`src/design/xyz_to_srgb_encoder_assert.svh`:
```
// Assertion macros for the XYZ to sRGB encoder.
`ifndef XYZ_TO_SRGB_ENCODER_ASSERT_SVH
`define XYZ_TO_SRGB_ENCODER_ASSERT_SVH

// Same-cycle implication, off while reset is high.
`define XSE_ASSERT_HOLDS(label, clk, rst, ante, cons) \
  label: assert property (@(posedge clk) disable iff (rst) (ante) |-> (cons)) \
    else $error("xyz_to_srgb_encoder: same-cycle check failed");

// Next-cycle implication, off while reset is high.
`define XSE_ASSERT_NEXT(label, clk, rst, ante, cons) \
  label: assert property (@(posedge clk) disable iff (rst) (ante) |=> (cons)) \
    else $error("xyz_to_srgb_encoder: next-cycle check failed");

`endif

```
`src/design/xyz2srgb_pkg.sv`:
```
// Constants, matrix coefficients and gamma threshold functions for the XYZ to sRGB encoder.
package xyz2srgb_pkg;

  localparam int NUM_CH    = 3;
  localparam int IN_W      = 16;
  localparam int COEF_FRAC = 14;
  localparam int COEF_W    = 17;
  localparam int PROD_W    = IN_W + 1 + COEF_W;
  localparam int SUM_W     = PROD_W + 2;
  localparam int BIG_W     = 512;

  typedef logic [BIG_W-1:0] big_t;

  // XYZ (D65) to linear sRGB, Q14, row per output channel (R, G, B).
  localparam logic signed [COEF_W-1:0] XFORM [NUM_CH*NUM_CH] = '{
    17'sd53094, -17'sd25185, -17'sd8169,
    -17'sd15874, 17'sd30733, 17'sd680,
    17'sd913, -17'sd3342, 17'sd17318
  };

  // True when K*f(c/M) >= k - 1/2, evaluated exactly.
  function automatic bit gamma_reaches(longint unsigned c, longint unsigned k,
                                       int lin_bits, int out_bits);
    longint unsigned mx;
    longint unsigned kx;
    longint unsigned a;
    longint unsigned b;
    big_t lhs;
    big_t rhs;
    bit lin;
    mx  = (64'd1 << lin_bits) - 64'd1;
    kx  = (64'd1 << out_bits) - 64'd1;
    lin = (c * 64'd10000000) <= (64'd31308 * mx);
    if (lin) begin
      return (64'd1292 * c * 64'd2 * kx) >= (64'd100 * (64'd2 * k - 64'd1) * mx);
    end
    // (c/M)^(5/12) >= A/B  <=>  c^5 * B^12 >= A^12 * M^5
    a   = (64'd2 * k - 64'd1) * 64'd1000 + 64'd110 * kx;
    b   = 64'd2110 * kx;
    lhs = big_t'(1);
    rhs = big_t'(1);
    for (int i = 0; i < 5; i++) lhs = lhs * big_t'(c);
    for (int i = 0; i < 12; i++) lhs = lhs * big_t'(b);
    for (int i = 0; i < 12; i++) rhs = rhs * big_t'(a);
    for (int i = 0; i < 5; i++) rhs = rhs * big_t'(mx);
    return lhs >= rhs;
  endfunction

  // Smallest linear code whose encoded value rounds to at least k; M+1 if none.
  function automatic int gamma_threshold(int k, int lin_bits, int out_bits);
    longint unsigned lo;
    longint unsigned hi;
    longint unsigned mid;
    if (k == 0) begin
      return 0;
    end
    lo = 64'd0;
    hi = 64'd1 << lin_bits;
    while (lo < hi) begin
      mid = (lo + hi) >> 1;
      if (gamma_reaches(mid, longint'(k), lin_bits, out_bits)) begin
        hi = mid;
      end else begin
        lo = mid + 64'd1;
      end
    end
    return int'(lo);
  endfunction

endpackage

```
`src/design/xyz_to_srgb_encoder.sv`:
```
// Top level of the CIE XYZ to 8-bit gamma-encoded sRGB pixel encoder.
`include "xyz_to_srgb_encoder_assert.svh"

// Converts one pixel per clock when not stalled, from CIE XYZ (unsigned, IN_FRAC_BITS
// fraction bits) to gamma-encoded sRGB codes of OUT_BITS bits. The pipeline has
// four register stages: input register, the nine matrix products (one 17x17
// multiplier each), the rounded and saturated linear codes (LINEAR_BITS,
// all-ones meaning 1.0, negatives clamp to 0), and the encoded result
// register. An item passes through these registers in that order, and a new
// item is accepted every cycle when not stalled. Each stage refills as soon as its
// successor moves, so input is still taken while a result waits at the
// output as long as an earlier stage is empty; s_axis_tready drops only when
// all four stages hold items and the output is stalled. The sRGB transfer
// curve is not stored as a per-code ROM: its 2^OUT_BITS step thresholds
// (the first linear code reaching each output code) are computed exactly at
// elaboration, and each channel finds its code with an OUT_BITS-step binary
// search over that table in the last stage. There is no reset pass and no
// configuration.
module xyz_to_srgb_encoder #(
  parameter int IN_FRAC_BITS = 14,
  parameter int LINEAR_BITS  = 12,
  parameter int OUT_BITS     = 8
) (
  input  logic clk,
  input  logic rst,
  // input pixel
  input  logic                                     s_axis_tvalid,
  output logic                                     s_axis_tready,
  input  logic [3*xyz2srgb_pkg::IN_W-1:0]          s_axis_tdata,  // x_tristim, y_tristim, z_tristim
  // encoded pixel
  output logic                                     m_axis_tvalid,
  input  logic                                     m_axis_tready,
  output logic [((3*OUT_BITS+7)/8)*8-1:0]          m_axis_tdata   // red_code, green_code, blue_code, zero pad
);

  localparam int NCH      = xyz2srgb_pkg::NUM_CH;
  localparam int IN_W     = xyz2srgb_pkg::IN_W;
  localparam int PROD_W   = xyz2srgb_pkg::PROD_W;
  localparam int SUM_W    = xyz2srgb_pkg::SUM_W;
  localparam int RND_SH   = IN_FRAC_BITS + xyz2srgb_pkg::COEF_FRAC - LINEAR_BITS;
  localparam int THR_W    = LINEAR_BITS + 1;
  localparam int TABLE_N  = 2 ** OUT_BITS;

  localparam logic signed [SUM_W-1:0] RND_HALF  = SUM_W'(64'd1 << (RND_SH - 1));
  localparam logic signed [SUM_W-1:0] LIN_MAX_S = SUM_W'((64'd1 << LINEAR_BITS) - 64'd1);
  localparam logic [LINEAR_BITS-1:0]  LIN_MAX   = '1;
  localparam logic [OUT_BITS-1:0]     CODE_MAX  = '1;

  // Stage enables: a stage loads when it is empty or its successor moves.
  logic en0, en1, en2, en3;
  logic v0, v1, v2, v3;

  // Stage payloads
  logic [IN_W-1:0]               tri_reg  [NCH];
  logic signed [PROD_W-1:0]      prod     [NCH*NCH];
  logic signed [PROD_W-1:0]      prod_next[NCH*NCH];
  logic [LINEAR_BITS-1:0]        code     [NCH];
  logic [LINEAR_BITS-1:0]        code_next[NCH];
  logic [OUT_BITS-1:0]           enc      [NCH];
  logic [OUT_BITS-1:0]           enc_next [NCH];

  // Linear-stage scratch
  logic signed [SUM_W-1:0]       lin_sum  [NCH];
  logic signed [SUM_W-1:0]       lin_rnd  [NCH];

  // Gamma search scratch
  logic [OUT_BITS-1:0]           lut_cand [NCH];
  logic [NCH-1:0]                lut_ok;

  // Encoded-value step thresholds, constant after elaboration.
  logic [THR_W-1:0]              thr      [TABLE_N];

  for (genvar gk = 0; gk < TABLE_N; gk++) begin : g_thr
    localparam int T = xyz2srgb_pkg::gamma_threshold(gk, LINEAR_BITS, OUT_BITS);
    assign thr[gk] = THR_W'(T);
  end

  assign en3 = !v3 || m_axis_tready;
  assign en2 = !v2 || en3;
  assign en1 = !v1 || en2;
  assign en0 = !v0 || en1;

  assign s_axis_tready = en0;
  assign m_axis_tvalid = v3;

  always_ff @(posedge clk) begin
    if (rst) begin
      v0 <= 1'b0;
      v1 <= 1'b0;
      v2 <= 1'b0;
      v3 <= 1'b0;
    end else begin
      if (en0) v0 <= s_axis_tvalid;
      if (en1) v1 <= v0;
      if (en2) v2 <= v1;
      if (en3) v3 <= v2;
    end
  end

  // Matrix products, one multiplier per coefficient.
  always_comb begin
    for (int i = 0; i < NCH * NCH; i++) begin
      prod_next[i] = $signed({1'b0, tri_reg[i % NCH]}) * xyz2srgb_pkg::XFORM[i];
    end
  end

  // Three-term sum, round half up to LINEAR_BITS fraction bits, saturate.
  always_comb begin
    for (int ch = 0; ch < NCH; ch++) begin
      lin_sum[ch] = SUM_W'(prod[ch*NCH]) + SUM_W'(prod[ch*NCH+1]) + SUM_W'(prod[ch*NCH+2]);
      lin_rnd[ch] = (lin_sum[ch] + RND_HALF) >>> RND_SH;
      if (lin_sum[ch] <= 0) begin
        code_next[ch] = '0;
      end else if (lin_rnd[ch] > LIN_MAX_S) begin
        code_next[ch] = LIN_MAX;
      end else begin
        code_next[ch] = lin_rnd[ch][LINEAR_BITS-1:0];
      end
    end
  end

  // Binary search for the largest output code whose threshold the linear code reaches.
  always_comb begin
    for (int ch = 0; ch < NCH; ch++) begin
      enc_next[ch] = '0;
      lut_cand[ch] = '0;
      for (int b = OUT_BITS - 1; b >= 0; b--) begin
        lut_cand[ch] = enc_next[ch] | (OUT_BITS'(1) << b);
        if ({1'b0, code[ch]} >= thr[lut_cand[ch]]) begin
          enc_next[ch] = lut_cand[ch];
        end
      end
      lut_ok[ch] = ({1'b0, code[ch]} >= thr[enc_next[ch]]) &&
                   ((enc_next[ch] == CODE_MAX) ||
                    ({1'b0, code[ch]} < thr[enc_next[ch] + OUT_BITS'(1)]));
    end
  end

  // Payload registers, no reset.
  always_ff @(posedge clk) begin
    if (en0 && s_axis_tvalid) begin
      for (int ch = 0; ch < NCH; ch++) begin
        tri_reg[ch] <= s_axis_tdata[ch*IN_W +: IN_W];
      end
    end
    if (en1 && v0) begin
      prod <= prod_next;
    end
    if (en2 && v1) begin
      code <= code_next;
    end
    if (en3 && v2) begin
      enc <= enc_next;
    end
  end

  always_comb begin
    m_axis_tdata = '0;
    for (int ch = 0; ch < NCH; ch++) begin
      m_axis_tdata[ch*OUT_BITS +: OUT_BITS] = enc[ch];
    end
  end

  // Search lands exactly on the step that holds the linear code.
  `XSE_ASSERT_HOLDS(a_lut_search, clk, rst, v2, &lut_ok)
  // Input stalls only with every stage full and the output blocked.
  `XSE_ASSERT_HOLDS(a_stall_only_full, clk, rst, !s_axis_tready, v0 && v1 && v2 && v3 && !m_axis_tready)
  // A red linear code of zero leaves the encoder as zero.
  `XSE_ASSERT_NEXT(a_black_red, clk, rst, v2 && en3 && (code[0] == '0), m_axis_tdata[OUT_BITS-1:0] == '0)

endmodule
```
`config.mk`:
```
export PLATFORM = sky130hd
export DESIGN_NAME = xyz_to_srgb_encoder
export DESIGN_NICKNAME = d
export VERILOG_FILES = /design/src/design/xyz2srgb_pkg.sv /design/src/design/xyz_to_srgb_encoder.sv
export VERILOG_INCLUDE_DIRS = /design/src /design/src/design
export SDC_FILE = /design/constraint.sdc
export NUM_CORES = 2
export LEC_CHECK = 0
export ABC_CLOCK_PERIOD_IN_PS = 18800
export BUFFER_PORTS_ARGS = -buffer_cell sky130_fd_sc_hd__buf_2
export CORE_UTILIZATION = 50
export DETAILED_ROUTE_END_ITERATION = 10
export HOLD_SLACK_MARGIN = 0.15
export PLACE_DENSITY = 0.67
export SYNTH_ARGS = -nofsm -noshare
export SYNTH_HDL_FRONTEND = slang
export SYNTH_SLANG_ARGS = --single-unit
export TNS_END_PERCENT = 1
```
`constraint.sdc`:
```
create_clock -name clk -period 18.8 [get_ports clk]
set_input_delay 2.82 -clock clk [delete_from_list [all_inputs] [get_ports clk]]
set_output_delay 2.82 -clock clk [all_outputs]
set_load 0.01 [all_outputs]
```
== Yosys cells after proc, flatten, opt, wreduce, memory -nomap -nowiden ==
Memory sizes are Yosys's and may differ from the RTL's.
Cells that the tools add are included.

* Bits in registers: 329
* Memories: 22
* Bits in read-only memories: 69,888
* Memory bits (writable): 48

{| class="wikitable"
|+ Memories
! memory !! depth !! bits a word !! read ports !! clocked after memory_dff !! wr ports !! RTL line !! text
|-
| (name not given) || 256 || 13 || 1 || 0 || 0 || xyz_to_srgb_encoder.sv:129 || <nowiki>if ({1'b0, code[ch]} >= thr[lut_cand[ch]]) begin</nowiki>
|-
| (name not given) || 256 || 13 || 1 || 0 || 0 || xyz_to_srgb_encoder.sv:129 ||
|-
| (name not given) || 256 || 13 || 1 || 0 || 0 || xyz_to_srgb_encoder.sv:129 ||
|-
| (name not given) || 256 || 13 || 1 || 0 || 0 || xyz_to_srgb_encoder.sv:129 ||
|-
| (name not given) || 256 || 13 || 1 || 0 || 0 || xyz_to_srgb_encoder.sv:129 ||
|-
| (name not given) || 256 || 13 || 1 || 0 || 0 || xyz_to_srgb_encoder.sv:129 ||
|-
| 16 more memories || -- || -- || -- || -- || -- || -- ||
|}

* $add $sub $neg: 9
* $mul: 9
* Order comparisons: 51
* Muxes and demuxes: 68
* Bitwise gates (word level): 21
* Reductions and logical operators: 12

{| class="wikitable"
|+ Operator list
! cell !! number
|-
| $mux W13 || 42
|-
| $ge A12 B13 Y1 || 21
|-
| $ge A9 B9 Y1 const B || 21
|-
| $not A8 Y9 || 21
|-
| $mul A16 B15 Y31 const B || 2
|-
| $mul A17 B14 Y31 const B || 2
|-
| $add A35 B17 Y36 const B || 1
|-
| $ge A12 B10 Y1 const B || 3
|-
| $mux W12 || 3
|-
| $add A34 B17 Y35 const B || 1
|-
| $add A34 B31 Y35 || 1
|-
| $le A35 B1 Y1 const B || 1
|-
| $add A33 B17 Y34 const B || 1
|-
| $add A33 B27 Y34 || 1
|-
| $add A33 B33 Y34 || 1
|-
| $le A34 B1 Y1 const B || 1
|-
| $add A31 B32 Y33 || 1
|-
| $add A32 B32 Y33 || 1
|-
| $le A33 B1 Y1 const B || 1
|-
| $mul A17 B16 Y33 const B || 1
|-
| $add A27 B30 Y31 || 1
|-
| $mul A16 B14 Y30 const B || 1
|-
| $mul A17 B12 Y29 const B || 1
|-
| $mul A16 B10 Y26 const B || 1
|-
| other kinds (15) || 39
|}

== Logic depth before layout (Yosys ltp) ==
* Depth in word-level cells: 43
* Gate-level depth with buffers: 104
* Mapped depth without buffers: 92

== Worst setup path after synthesis ==
No wires, ideal clock.

* Kind: register -> register
* Start point: reg code[15] (netlist name)
* End point: reg enc (netlist bit m_axis_tdata[8]), data pin
* Arrival time: 19.075 ns
* Period minus slack after synthesis: 19.332 ns
* Slack: -0.532 ns
* Buffers on the path: 19
* Cell stages (with the launch flop): 99
* Cell sequence: edfxtp_1 -> o211ai_1 -> nand2b_1 -> a31oi_1 -> o21ai_0 -> clkbuf_1 -> clkbuf_1 -> clkbuf_1 -> ha_1 -> a31o_2 -> a211o_1 -> a21oi_1 -> o21ai_0 -> a21o_1 -> inv_1 -> clkbuf_1 -> buf_1 -> buf_1 -> [63 not listed] -> ha_1 -> clkbuf_1 -> nor2_1 -> a211oi_1 -> a31oi_1 -> a32o_1 -> a211o_1 -> ha_1 -> nor2b_1 -> o21a_1 -> o21ai_0 -> nand2b_1 -> a21oi_1 -> o21ai_0 -> a21oi_1 -> nor2b_1 -> o21ai_0 -> nand2b_1

{| class="wikitable"
|+ RTL lines
! what !! RTL line !! text
|-
| start, declared || xyz_to_srgb_encoder.sv:57 || <nowiki>logic [LINEAR_BITS-1:0] code [NCH];</nowiki>
|-
| start signal, assigned || xyz_to_srgb_encoder.sv:150 || <nowiki>code <= code_next;</nowiki>
|-
| end signal, assigned || xyz_to_srgb_encoder.sv:153 || <nowiki>enc <= enc_next;</nowiki>
|-
| end, declared || xyz_to_srgb_encoder.sv:59 || <nowiki>logic [OUT_BITS-1:0] enc [NCH];</nowiki>
|}

== Worst setup path after layout ==
* Start point: reg code[2] (netlist name)
* End point: reg enc (netlist bit m_axis_tdata[16]), data pin

* Word-level cells in the longest chain between the ends: 43

{| class="wikitable"
|+ Ends and longest elaborated chain
! what !! RTL line
|-
| $ge A12 B10 Y1 || xyz_to_srgb_encoder.sv:129
|-
| $mux W8 || xyz_to_srgb_encoder.sv:129
|-
| $not A8 Y9 (not written as such) || xyz_to_srgb_encoder.sv:129
|-
| $mem_v2 Z256 W13 || --
|-
| $mux W13 (not written as such) (2 in a row) || xyz_to_srgb_encoder.sv:129
|-
| $ge A12 B13 Y1 || xyz_to_srgb_encoder.sv:129
|-
| $mux W7 || xyz_to_srgb_encoder.sv:129
|-
| $not A8 Y9 (not written as such) || xyz_to_srgb_encoder.sv:129
|-
| [24 not listed] || --
|-
| $mem_v2 Z256 W13 || --
|-
| $mux W13 (not written as such) (2 in a row) || xyz_to_srgb_encoder.sv:129
|-
| $ge A12 B13 Y1 || xyz_to_srgb_encoder.sv:129
|-
| $mux W2 || xyz_to_srgb_encoder.sv:129
|-
| $not A8 Y9 (not written as such) || xyz_to_srgb_encoder.sv:129
|-
| $mem_v2 Z256 W13 || --
|-
| $mux W13 (not written as such) (2 in a row) || xyz_to_srgb_encoder.sv:129
|-
| $ge A12 B13 Y1 (*) || xyz_to_srgb_encoder.sv:129
|}

Every way passes the cells marked *; elsewhere a longest branch is shown, timed or not. The select of a mux whose other input is x is not followed.
A chain may end at the register's enable or synchronous reset.

==> run_results.csv <==
group,metric,value,unit
route,wl_per_cell,22.75,um
sta,tightest_slew,1.044,ns
yosys,syn_nets,8774,
cells_and_area,nets,8826,
critical_path,r2r_cells,89,
cells_and_area,fin_cells,8617,
grt,grtUsageTotal,30.50,%
sta,period_share,94.03,%
clock_network,root_buffer,"clkbuf_16",
critical_path,cp.arrival,18.03,ns
cells_and_area,drive_above_1_share,5.686,%
critical_path,startpoint,"code[2]$_SDFFCE_PP0P_",
route,viasPerCell,6.033,
yosys,yosys_warnings,0,
critical_path,critPathMaxFanout,24,
clock_network,htreeDepth,2,
yosys,synth_top_family_by_area,"adder cells",
sta,slew_headroom,30.41,%
grt,antenna_found_initial,3,
yosys,synth_ff_type,"edfxtp_1",
critical_path,critPathLaunchType,"flop",
yosys,synth_top_area_share,24.98,%
sta,fmax,56.57,MHz
yosys,synth_area_per_cell,9.238,um^2
sta,rsz0062_at_grt,"true",
grt,overflow,0,
sta,finalClockSkew,0.05328,ns
yosys,syn_inst,6876,
critical_path,slowest_stage,"a2111oi_1",
die,rows,130,
grt,grt_max_degree,78,
route,drc_errors,0,
sta,finalMaxSlewViolations,0,
cells_and_area,fillers,11470,
sta,setup_viol,0,
die,die_y,358.4,um
yosys,synthMuxAreaShare,0.2620,%
critical_path,slowest_delay,0.44,ns
hold_path,min_from,"v1$_SDFFE_PP0P_",
route,route.final.wire_length,196.0,mm
yosys,synth-compound-area-share,17.70,%
die,die_w,358.4,um
cells_and_area,multi_input_area,0.04800,mm^2
critical_path,reg2reg_from,"code[2]$_SDFFCE_PP0P_",
clock_network,clkLatencyLatePin,0.68,ns
route,first_pass_iters,9,
cells_and_area,seqCellArea,0.01101,mm^2
critical_path,regToRegSetupSlack,1.12,ns
grt,grt_pass1_wl,302.3,mm
sta,final_hold_viol_count,0,
cells_and_area,area_growth,7.125,%
clock_network,cts.sinks,368,
yosys,synth_commonest_cells,"ha_1, inv_1, fa_1",
yosys,async_flop_share,0,%
placement,hpwl,154.3,mm
hold_path,hp-class,"reg2reg",
sta,final.min_clock_period,17.68,ns
critical_path,end_kind,"flop",
critical_path,crit_type,"reg2reg",
clock_network,ctsLongestPathBuffers,3,
yosys,synth.largest_area_cell,"ha_1",
yosys,synthAdderAreaFrac,43.20,%
die,ios,78,
critical_path,required,19.15,ns
route,ant_nets,0,
hold_path,worst_hold_path.endpoint,"v2$_SDFFE_PP0P_",
yosys,synth_edf_count,364,
placement,place_inst,8507,
critical_path,timing.rr.end,"m_axis_tdata[16]$_SDFFCE_PP1P_",
run,maxCapViolations,0,
placement,gp_congestion,1.009,
yosys,synth.most_common_cell,"ha_1",
yosys,synth.distinct_cells,106,
die,die_area,0.1285,mm^2
yosys,synth_xor_area_share,4.206,%
yosys,synth_area_leaders,"ha_1, fa_1, edfxtp_1",
cells_and_area,largest_reg_flops,256,
critical_path,cp_common_cell,"ha_1",
die,core,0.1259,mm^2
run_status,status,"finished, final reports clean",
die,start_util,50.45,%
route,drt_iter0_drc,4583,
clock_network,cts_tree,"done",
clock_network,cts_buffers,50,
yosys,synth-simple-area-share,9.830,%
grt,grt_pass1_vias,51580,
yosys,syn_area,0.06352,mm^2
placement,port_buffers,77,
clock_network,cts.clk_slew.worst_paths,0.08,ns
yosys,ys_seq_elements,368,
clock_network,hold_buffers,0,
route,vias,51990,
yosys,seq_area_frac_synth,17.33,%
hold_path,whs_path_depth,2,
per-layer routing:
metal  part of all wire (%)  up-vias  wire length [um]  GRT usage [%]
met5                      0        -                 0              0
met4                    5.9        0             11630          15.51
met3                    6.8      498             13290          4.178
met2                     45     2103             88260          48.53
met1                     42    25070             82830          40.58
li1                       -    24320                 -              -
logic make-up after synthesis:
family | count (synthesis)
AOI/OAI and AO/OA | 1752
xor gates and xnor gates | 305
adders and majority gates | 1846
buffers and inverters | 1246
DFF | 368
muxes | 15
and+or+nand+nor | 1344
final cells by class:
type	count	share of cell area (%)
Timing Repair inverter	1	0.007355
Antenna cell	2	0.007355
Clock buffer	59	1.920
Tap cell	1650	3.034
Timing Repair Buffer	219	2.139
Multi-Input combinational cell	5263	70.54
Sequential cell	368	16.18
Inverter	1025	5.660
Clock inverter	30	0.5112
worst max-delay path by stage:
stage / end / slack (ns)
4_1_cts: m_axis_tdata[16]$_SDFFCE_PP1P_ / 0.16
6_report: m_axis_tdata[16]$_SDFFCE_PP1P_ / 1.12
2_1_floorplan: m_axis_tdata[16]$_SDFFCE_PP1P_ / -0.006
3_3_place_gp: m_axis_tdata[16]$_SDFFCE_PP1P_ / 0.03
5_1_grt: m_axis_tdata[16]$_SDFFCE_PP1P_ / -0.04
3_5_place_dp: m_axis_tdata[16]$_SDFFCE_PP1P_ / -0.1
worst max-delay path, delay by kind of cell (launching register included):
| kind | cells | cell delay, ns |
|---|---|---|
| AOI/OAI and AO/OA | 49 | 9.03 |
| and+or+nand+nor | 19 | 2.80 |
| buffers and inverters | 9 | 1.80 |
| adders and majority gates | 12 | 3.37 |
| DFF | 1 | 0.33 |
through the flow:
step	util (%)	TNS [ns]	cell area (um^2)	hold slack [ns]	setup slack, ns
floorplan	-	-0.006107	63520	0.4444	-0.006107
global placement	52.55	0	66150	0.4674	0.02669
detailed placement	52.55	-0.09991	66150	0.4987	-0.09991
CTS	53.87	0	67820	0.5175	0.1581
global route	54.04	-0.04383	68040	0.5387	-0.04279
finish	54.05	0	68040	0.5121	1.122
what timing repair did:
| item | CTS | global route |
|---|---|---|
| endpoints found under the setup margin | 1 | 3 |
| resized for setup | 1 | 21 |
| cloned | 0 | 2 |
| buffers inserted | 0 | 17 |
| pin swaps | 0 | 4 |
cell usage in the layout, fill, tap and decap left out, types with 42 or more instances in the layout:
cell	n
nand3_1	131
fa_1	578
a21oi_1	502
xor2_1	93
xnor2_1	212
edfxtp_1	364
o211ai_1	78
nand4_1	47
a31oi_1	70
buf_4	141
ha_1	1267
clkbuf_16	51
o21bai_1	42
o21ai_0	401
nand2_1	396
buf_2	77
nand2b_1	53
nor2b_1	58
nor2_1	399
a21o_1	145
nor3_1	101
a211oi_1	54
o21a_1	73
inv_1	1012
Power is not shown: default switching activity piles up to over one toggle a cycle in this logic, so the estimate is an artifact.
